<file path="src/design/kti_pkg.sv">
package kti_pkg;

    localparam int KIN_W       = 14;
    localparam int KCFG_W      = 13;
    localparam int CFG_IDX_W   = 1;
    localparam int SEG_W       = 3;
    localparam int OFS_W       = 10;
    localparam int RATIO_W     = 10;
    localparam int CH_W        = 8;
    localparam int NUM_CH      = 3;
    localparam int NUM_SEG     = 5;

    // Per-mille ratio: offset * RECIP >> RECIP_SHIFT equals offset * 1000 / span
    // exactly, because offset stays below 1024 and the rounding excess below the span.
    localparam int RECIP_W     = 22;
    localparam int RECIP_SHIFT = 20;
    localparam int RPROD_W     = OFS_W + RECIP_W;

    // Division of the scaled difference by 1000, exact for values below 2^18.
    localparam int SCALE_W     = CH_W + RATIO_W;
    localparam int DIV_RECIP_W = 17;
    localparam int DIV_SHIFT   = 26;
    localparam int DPROD_W     = SCALE_W + DIV_RECIP_W;
    localparam logic [DIV_RECIP_W-1:0] DIV_RECIP = 17'd67109;

    localparam logic [CFG_IDX_W-1:0] REG_KELVIN_MIN = 1'd0;
    localparam logic [CFG_IDX_W-1:0] REG_KELVIN_MAX = 1'd1;

    localparam logic [KCFG_W-1:0] K_TABLE_LOW  = 13'd2700;
    localparam logic [KCFG_W-1:0] K_TABLE_HIGH = 13'd6500;

    localparam logic [KCFG_W-1:0] POINT_K [0:NUM_SEG] = '{
        13'd2700, 13'd3000, 13'd3900, 13'd4500, 13'd5500, 13'd6500
    };

    // Index 0 is red, 1 green, 2 blue.
    typedef logic [NUM_CH-1:0][CH_W-1:0] rgb_t;

    typedef struct packed {
        logic             vld_res;
        logic [SEG_W-1:0] seg;
        logic [OFS_W-1:0] offset;
    } loc_t;

    typedef struct packed {
        logic               vld_res;
        logic [SEG_W-1:0]   seg;
        logic [RATIO_W-1:0] ratio;
    } rat_t;

    function automatic logic [RECIP_W-1:0] seg_recip(input logic [SEG_W-1:0] seg);
        logic [RECIP_W-1:0] r;
        case (seg)
            3'd0:    r = 22'd3495254;   // span 300
            3'd1:    r = 22'd1165085;   // span 900
            3'd2:    r = 22'd1747627;   // span 600
            3'd3:    r = 22'd1048576;   // span 1000
            default: r = 22'd1048576;   // span 1000
        endcase
        return r;
    endfunction

    function automatic rgb_t point_rgb(input logic [SEG_W-1:0] pt);
        rgb_t c;
        case (pt)
            3'd0:    c = {8'd87,  8'd169, 8'd255};
            3'd1:    c = {8'd107, 8'd180, 8'd255};
            3'd2:    c = {8'd171, 8'd213, 8'd255};
            3'd3:    c = {8'd206, 8'd228, 8'd255};
            3'd4:    c = {8'd237, 8'd242, 8'd255};
            default: c = {8'd253, 8'd249, 8'd255};
        endcase
        return c;
    endfunction

endpackage

</file>
<file path="src/design/kelvin_to_rgb_interpolator_top.sv">
// Channel   Handshake                  Payload
// input     s_valid / s_ready          s_kelvin[13:0]
// result    m_valid / m_ready          m_valid_res, m_red[7:0], m_green[7:0], m_blue[7:0]
// config    cfg_wr_en (no wait)        cfg_wr_idx[0], cfg_wr_data[12:0]
//
// Four register stages: locate, ratio multiply, scale multiply, divide and add.
// One transaction is accepted per cycle while s_ready is high; its result reaches m_valid
// through the locate, ratio, scale and output registers in that order.
// Each stage takes new data when it is empty or its successor moves, so bubbles close up.
// Reset clears all stage valid bits and loads the limits with 2700 K and 6500 K.
module kelvin_to_rgb_interpolator_top (
    input  logic                            aclk,
    input  logic                            aresetn,
    input  logic                            s_valid,
    output logic                            s_ready,
    input  logic [kti_pkg::KIN_W-1:0]       s_kelvin,
    output logic                            m_valid,
    input  logic                            m_ready,
    output logic                            m_valid_res,
    output logic [kti_pkg::CH_W-1:0]        m_red,
    output logic [kti_pkg::CH_W-1:0]        m_green,
    output logic [kti_pkg::CH_W-1:0]        m_blue,
    input  logic                            cfg_wr_en,
    input  logic [kti_pkg::CFG_IDX_W-1:0]   cfg_wr_idx,
    input  logic [kti_pkg::KCFG_W-1:0]      cfg_wr_data
);

    logic [kti_pkg::KCFG_W-1:0] kelvin_min;
    logic [kti_pkg::KCFG_W-1:0] kelvin_max;
    logic                       rat_valid;
    logic                       rat_ready;
    kti_pkg::rat_t              rat_data;

    kti_cfg u_cfg (
        .aclk        (aclk),
        .aresetn     (aresetn),
        .cfg_wr_en   (cfg_wr_en),
        .cfg_wr_idx  (cfg_wr_idx),
        .cfg_wr_data (cfg_wr_data),
        .kelvin_min  (kelvin_min),
        .kelvin_max  (kelvin_max)
    );

    kti_front u_front (
        .aclk       (aclk),
        .aresetn    (aresetn),
        .s_valid    (s_valid),
        .s_ready    (s_ready),
        .s_kelvin   (s_kelvin),
        .kelvin_min (kelvin_min),
        .kelvin_max (kelvin_max),
        .out_valid  (rat_valid),
        .out_ready  (rat_ready),
        .out_data   (rat_data)
    );

    kti_blend u_blend (
        .aclk        (aclk),
        .aresetn     (aresetn),
        .in_valid    (rat_valid),
        .in_ready    (rat_ready),
        .in_data     (rat_data),
        .m_valid     (m_valid),
        .m_ready     (m_ready),
        .m_valid_res (m_valid_res),
        .m_red       (m_red),
        .m_green     (m_green),
        .m_blue      (m_blue)
    );

endmodule

</file>
<file path="src/design/kti_cfg.sv">
module kti_cfg (
    input  logic                            aclk,
    input  logic                            aresetn,
    input  logic                            cfg_wr_en,
    input  logic [kti_pkg::CFG_IDX_W-1:0]   cfg_wr_idx,
    input  logic [kti_pkg::KCFG_W-1:0]      cfg_wr_data,
    output logic [kti_pkg::KCFG_W-1:0]      kelvin_min,
    output logic [kti_pkg::KCFG_W-1:0]      kelvin_max
);

    logic [kti_pkg::KCFG_W-1:0] kelvin_min_reg;
    logic [kti_pkg::KCFG_W-1:0] kelvin_max_reg;
    logic [kti_pkg::KCFG_W-1:0] limit_next;

    // Limits are saturated into the table range so the datapath never extrapolates.
    always_comb begin
        if (cfg_wr_data < kti_pkg::K_TABLE_LOW) begin
            limit_next = kti_pkg::K_TABLE_LOW;
        end else if (cfg_wr_data > kti_pkg::K_TABLE_HIGH) begin
            limit_next = kti_pkg::K_TABLE_HIGH;
        end else begin
            limit_next = cfg_wr_data;
        end
    end

    always_ff @(posedge aclk) begin
        if (!aresetn) begin
            kelvin_min_reg <= kti_pkg::K_TABLE_LOW;
            kelvin_max_reg <= kti_pkg::K_TABLE_HIGH;
        end else if (cfg_wr_en) begin
            case (cfg_wr_idx)
                kti_pkg::REG_KELVIN_MIN: kelvin_min_reg <= limit_next;
                kti_pkg::REG_KELVIN_MAX: kelvin_max_reg <= limit_next;
                default: ;
            endcase
        end
    end

    assign kelvin_min = kelvin_min_reg;
    assign kelvin_max = kelvin_max_reg;

endmodule

</file>
<file path="src/design/kti_front.sv">
module kti_front (
    input  logic                          aclk,
    input  logic                          aresetn,
    input  logic                          s_valid,
    output logic                          s_ready,
    input  logic [kti_pkg::KIN_W-1:0]     s_kelvin,
    input  logic [kti_pkg::KCFG_W-1:0]    kelvin_min,
    input  logic [kti_pkg::KCFG_W-1:0]    kelvin_max,
    output logic                          out_valid,
    input  logic                          out_ready,
    output kti_pkg::rat_t                 out_data
);

    logic                          s1_valid_reg;
    kti_pkg::loc_t                 s1_loc_reg;
    kti_pkg::loc_t                 s1_loc_next;
    logic                          s1_ready;

    logic                          s2_valid_reg;
    kti_pkg::rat_t                 s2_rat_reg;
    kti_pkg::rat_t                 s2_rat_next;
    logic                          s2_ready;

    logic                          in_window;
    logic [kti_pkg::SEG_W-1:0]     seg;
    logic [kti_pkg::KIN_W-1:0]     k_delta;
    logic [kti_pkg::RPROD_W-1:0]   ratio_prod;

    // Stage 1: window check, segment search and offset into the segment.
    always_comb begin
        in_window = (s_kelvin >= {1'b0, kelvin_min}) && (s_kelvin <= {1'b0, kelvin_max});
        seg = kti_pkg::SEG_W'(kti_pkg::NUM_SEG - 1);
        // Walk downward so the lowest matching segment wins.
        for (int c = kti_pkg::NUM_SEG - 1; c >= 0; c--) begin
            if (s_kelvin <= {1'b0, kti_pkg::POINT_K[c+1]}) begin
                seg = kti_pkg::SEG_W'(c);
            end
        end
        k_delta = s_kelvin - {1'b0, kti_pkg::POINT_K[0]};
        for (int c = 1; c < kti_pkg::NUM_SEG; c++) begin
            if (seg == kti_pkg::SEG_W'(c)) begin
                k_delta = s_kelvin - {1'b0, kti_pkg::POINT_K[c]};
            end
        end
        s1_loc_next.vld_res = in_window;
        s1_loc_next.seg     = in_window ? seg : '0;
        s1_loc_next.offset  = in_window ? k_delta[kti_pkg::OFS_W-1:0] : '0;
    end

    // Stage 2: per-mille ratio by reciprocal multiplication.
    always_comb begin
        ratio_prod = kti_pkg::RPROD_W'(s1_loc_reg.offset)
                   * kti_pkg::RPROD_W'(kti_pkg::seg_recip(s1_loc_reg.seg));
        s2_rat_next.vld_res = s1_loc_reg.vld_res;
        s2_rat_next.seg     = s1_loc_reg.seg;
        s2_rat_next.ratio   =
            ratio_prod[kti_pkg::RECIP_SHIFT +: kti_pkg::RATIO_W];
    end

    assign s2_ready = !s2_valid_reg || out_ready;
    assign s1_ready = !s1_valid_reg || s2_ready;

    always_ff @(posedge aclk) begin
        if (!aresetn) begin
            s1_valid_reg <= 1'b0;
            s2_valid_reg <= 1'b0;
        end else begin
            if (s1_ready) begin
                s1_valid_reg <= s_valid;
            end
            if (s2_ready) begin
                s2_valid_reg <= s1_valid_reg;
            end
        end
    end

    always_ff @(posedge aclk) begin
        if (s1_ready && s_valid) begin
            s1_loc_reg <= s1_loc_next;
        end
        if (s2_ready && s1_valid_reg) begin
            s2_rat_reg <= s2_rat_next;
        end
    end

    assign s_ready   = s1_ready;
    assign out_valid = s2_valid_reg;
    assign out_data  = s2_rat_reg;

endmodule

</file>
<file path="src/design/kti_blend.sv">
module kti_blend (
    input  logic                        aclk,
    input  logic                        aresetn,
    input  logic                        in_valid,
    output logic                        in_ready,
    input  kti_pkg::rat_t               in_data,
    output logic                        m_valid,
    input  logic                        m_ready,
    output logic                        m_valid_res,
    output logic [kti_pkg::CH_W-1:0]    m_red,
    output logic [kti_pkg::CH_W-1:0]    m_green,
    output logic [kti_pkg::CH_W-1:0]    m_blue
);

    logic                                              s3_valid_reg;
    logic                                              s3_vld_res_reg;
    kti_pkg::rgb_t                                     s3_lo_reg;
    logic [kti_pkg::NUM_CH-1:0][kti_pkg::SCALE_W-1:0]  s3_scaled_reg;
    kti_pkg::rgb_t                                     s3_lo_next;
    kti_pkg::rgb_t                                     s3_hi;
    logic [kti_pkg::NUM_CH-1:0][kti_pkg::SCALE_W-1:0]  s3_scaled_next;
    logic                                              s3_ready;

    logic                                              out_valid_reg;
    logic                                              out_vld_res_reg;
    kti_pkg::rgb_t                                     out_rgb_reg;
    kti_pkg::rgb_t                                     out_rgb_next;
    logic                                              out_ready;

    logic [kti_pkg::DPROD_W-1:0]                       div_prod;
    logic [kti_pkg::CH_W:0]                            ch_sum;

    // Stage 3: scale each channel's rise across the segment by the ratio.
    // Every channel of the white table is nondecreasing with temperature.
    always_comb begin
        s3_lo_next = kti_pkg::point_rgb(in_data.seg);
        s3_hi      = kti_pkg::point_rgb(in_data.seg + kti_pkg::SEG_W'(1));
        for (int c = 0; c < kti_pkg::NUM_CH; c++) begin
            s3_scaled_next[c] = kti_pkg::SCALE_W'(s3_hi[c] - s3_lo_next[c])
                              * kti_pkg::SCALE_W'(in_data.ratio);
        end
    end

    // Stage 4: divide by 1000 through a reciprocal, add the segment's low color.
    always_comb begin
        div_prod     = '0;
        ch_sum       = '0;
        out_rgb_next = '0;
        for (int c = 0; c < kti_pkg::NUM_CH; c++) begin
            div_prod = kti_pkg::DPROD_W'(s3_scaled_reg[c])
                     * kti_pkg::DPROD_W'(kti_pkg::DIV_RECIP);
            ch_sum   = {1'b0, s3_lo_reg[c]}
                     + {1'b0, div_prod[kti_pkg::DIV_SHIFT +: kti_pkg::CH_W]};
            if (!s3_vld_res_reg) begin
                out_rgb_next[c] = '0;
            end else if (ch_sum[kti_pkg::CH_W]) begin
                out_rgb_next[c] = '1;
            end else begin
                out_rgb_next[c] = ch_sum[kti_pkg::CH_W-1:0];
            end
        end
    end

    assign out_ready = !out_valid_reg || m_ready;
    assign s3_ready  = !s3_valid_reg || out_ready;

    always_ff @(posedge aclk) begin
        if (!aresetn) begin
            s3_valid_reg  <= 1'b0;
            out_valid_reg <= 1'b0;
        end else begin
            if (s3_ready) begin
                s3_valid_reg <= in_valid;
            end
            if (out_ready) begin
                out_valid_reg <= s3_valid_reg;
            end
        end
    end

    always_ff @(posedge aclk) begin
        if (s3_ready && in_valid) begin
            s3_vld_res_reg <= in_data.vld_res;
            s3_lo_reg      <= s3_lo_next;
            s3_scaled_reg  <= s3_scaled_next;
        end
        if (out_ready && s3_valid_reg) begin
            out_vld_res_reg <= s3_vld_res_reg;
            out_rgb_reg     <= out_rgb_next;
        end
    end

    assign in_ready    = s3_ready;
    assign m_valid     = out_valid_reg;
    assign m_valid_res = out_vld_res_reg;
    assign m_red       = out_rgb_reg[0];
    assign m_green     = out_rgb_reg[1];
    assign m_blue      = out_rgb_reg[2];

endmodule

</file>
<file path="config.mk">
export PLATFORM = sky130hd
export DESIGN_NAME = kelvin_to_rgb_interpolator_top
export DESIGN_NICKNAME = d
export VERILOG_FILES = /design/src/design/kti_pkg.sv /design/src/design/kelvin_to_rgb_interpolator_top.sv /design/src/design/kti_cfg.sv /design/src/design/kti_front.sv /design/src/design/kti_blend.sv
export SDC_FILE = /design/constraint.sdc
export NUM_CORES = 1
export LEC_CHECK = 0
export ABC_AREA = 1
export BUFFER_PORTS_ARGS = -buffer_cell sky130_fd_sc_hd__clkbuf_2
export CAP_MARGIN = 20
export CORE_MARGIN = 1.5
export CORE_UTILIZATION = 35
export DETAILED_ROUTE_END_ITERATION = 7
export PLACE_DENSITY = 0.57
export SLEW_MARGIN = 20
export SYNTH_ARGS = -nofsm -noshare
export SYNTH_HDL_FRONTEND = slang
export SYNTH_SLANG_ARGS = --single-unit
</file>
<file path="constraint.sdc">
create_clock -name aclk -period 9 [get_ports aclk]
set_input_delay 0.9 -clock aclk [delete_from_list [all_inputs] [get_ports aclk]]
set_output_delay 0.9 -clock aclk [all_outputs]
set_load 0.01 [all_outputs]
</file>
==> out/qor.yml <==
run_status:
  outcome: "finished, final reports clean"
sta:
  setup_violations: 0
  tns_ns: 0
  tightest_slew_ns: 0.885
  rsz0062_at_grt: "false"
  hold_ws_ns: 0.447
  maxSlewViolCount: 0
  hold_viol: 0
  fin_crit_ns: 7.60
  final_min_period_over_clock_period_pct: 84.4
  clock_skew_ns: 0.0125
  slew_headroom_pct: 40.8
  clock.fmax_ghz: 0.132
cts:
  hold_buffers: 0
  clockRootBuffer: "clkbuf_16"
  cts_made_buffers: 17
  post_cts_buffers: 0
  clk_path_buf_depth: 2
  cts.htree.levels: 4
  cts_tree: "built"
  ctsResizeCount: 0
  clkTransAtPathRegs_ns: 0.06
  clock_latency_ns: 0.47
  cts.sinks: 124
route:
  wl_mm: 62.6
  num_vias: 20492
  ant_nets: 0
  routedWlPerCell_um: 14.4
  viasPerCell: 4.70
  detailedRoute.firstIterationViolations: 1141
  drc: 0
  drtPass1Iterations: 5
grt:
  grtUsageTotal_pct: 16.5
  grt_pass1_wl_mm: 103
  grt.overflow.total: 0
  antenna_found_initial: 1
  first_global_vias: 20648
  grt_max_degree: 49
placed_design:
  postPlaceCellArea_um2: 28300
  gp_congestion: 0.891
  port_buffers: 59
  hpwl_mm: 53.9
setup_path:
  critPathCaptureType: "flop"
  critPathArrivalTime_ns: 7.81
  r2r_end: "u_blend.s3_scaled_reg[33]"
  max_stage_delay_ns: 0.66
  rr_startpoint: "u_front.out_data[12]"
  required_ns: 9.22
  crit_top_cell: "inv_1"
  slowest_stage: "edfxtp_1"
  path_class: "flop to flop"
  r2r_cells: 32
  ff2ff_setup_slack_ns: 1.40
  cp-start-kind: "flop"
  crit_fanout: 9
  crit_start: "u_front.out_data[12]"
synthesis:
  yosys-top-cells-area: "fa_1 (27%), ha_1 (22%), inv_1 (11%), edfxtp_1 (11%), nand2_1 (7.1%)"
  synth_top_area_cell: "fa_1"
  yosysTopAreaCellShare_pct: 26.9
  yosys_register_bits: 124
  synthCells: 3278
  synth_seq_area_share_pct: 12.7
  synthFlopType: "edfxtp_1"
  synth_nets: 4138
  synth_area_per_cell_um2: 8.20
  yosysWarnings: 0
  synth_edf_count: 94
  async_flop_share_pct: 0
  syn_area_um2: 26900
  ys_types: 58
floorplanning:
  start_util_pct: 35.4
  core_um2: 75900
  die_area_um2: 78500
  die_y_um: 280
  die_w_um: 280
  io-pin-count: 60
  num_rows: 101
min_path:
  hold_end: "u_front.out_data[13]"
  holdPathStages: 0
  hold_class: "flop to flop"
  holdCritStartpoint: "u_front.s1_loc_reg[13]"
finish:
  drive_gt1_share_pct: 4.87
  fin_area_um2: 28800
  largest_reg_flops: 36
  fillCellCount: 7874
  layout_commonest_cell: "inv_1"
  final_nets: 4175
  layout_common_cells: "inv_1 (815), nand2_1 (507), ha_1 (466), fa_1 (361), nor2_1 (277)"
  final_util_pct: 38.0
  area_growth_syn_to_layout_pct: 7.28
job:
  cap_viol_max_count: 0
[per-stage QoR]
stage / setup slack [ns] / std cells
after detailed placement: 1.46 / 4326
after global routing: 0.850 / 4359
final: 1.40 / 4359
after global placement: 1.56 / 4326
after floorplan: 2.27 / 3278
after CTS: 1.44 / 4358
[Yosys cell counts (3+ instances only)]
master / number
nand4_1: 29
buf_2: 9
inv_1: 816
buf_4: 11
nor4_1: 8
clkbuf_1: 21
o211ai_1: 11
inv_2: 18
o21ai_1: 8
nand2_2: 11
o21ai_2: 3
dfxtp_1: 30
nor3_1: 31
nand2_4: 4
or2_1: 6
inv_4: 3
o21ai_0: 93
a221oi_1: 3
a31oi_1: 16
a21oi_1: 169
clkinv_1: 4
o21bai_1: 9
nand3_1: 98
ha_1: 466
or2_2: 4
nand2_1: 507
xnor2_1: 27
fa_1: 361
o21a_1: 5
xor2_1: 56
a21boi_0: 10
nor2_2: 9
a21o_1: 13
nor2_4: 3
nand3_2: 3
nor2_1: 279
edfxtp_1: 94
nand3b_1: 7
[worst max-delay path, delay by kind of cell, from the launching register on]
| family | cells | cell delay, ns |
|---|---|---|
| XOR/XNOR | 1 | 0.13 |
| buffers and inverters | 10 | 0.81 |
| AO/OA/AOI/OAI | 4 | 1.06 |
| AND/OR/NAND/NOR | 9 | 1.18 |
| adder cells (fa/ha/maj) | 8 | 3.51 |
| flip-flops | 1 | 0.66 |
[how the worst max path moves through the flow]
stage	endpoint	slack (ns)	cells after the start
5_1_grt	u_blend.s3_scaled_reg[33]	0.85	32
6_report	u_blend.s3_scaled_reg[33]	1.40	32
3_5_place_dp	u_blend.s3_scaled_reg[33]	1.46	32
2_1_floorplan	u_blend.s3_scaled_reg[33]	2.27	37
4_1_cts	u_blend.s3_scaled_reg[33]	1.44	32
3_3_place_gp	u_blend.s3_scaled_reg[33]	1.56	32
[routing by layer]
layer / part of all wire (%) / wire [um] / vias up / GRT usage [%]
met4: 2.3 / 1410 / 2 / 4.46
li1: - / - / 10304 / -
met3: 4.1 / 2590 / 97 / 2.65
met2: 46 / 29000 / 400 / 27.6
met1: 47 / 29600 / 9689 / 22.0
met5: 0.16 / 103 / - / 0.938
[cell type report]
| class | instances | area [um2] | area share, % |
|---|---|---|---|
| multi-input combinational | 2269 | 20100 | 69.6 |
| tap | 1030 | 1290 | 4.47 |
| sequential | 124 | 3420 | 11.9 |
| clock inverter | 12 | 78.8 | 0.273 |
| timing repair buffer | 62 | 318 | 1.10 |
| clock buffer | 20 | 489 | 1.70 |
| antenna | 1 | 2.50 | 0.00868 |
| inverter | 841 | 3170 | 11.0 |
[logic make-up (layout without fill, tap and decap cells)]
family                     Yosys count  in the layout  share of synthesized area (%)
and+or+nand+nor                   1006           1006                           15.9
buffers and inverters              885            935                           12.6
adders and majority gates          827            827                           48.6
AOI/OAI and AO/OA                  352            352                           7.38
DFF                                124            124                           12.7
xor gates and xnor gates            84             84                           2.76
other                                0              1                              0
Power is left out: the tool's default activity adds up to more than one toggle a clock period on the data nets, which glitch-free logic cannot reach.
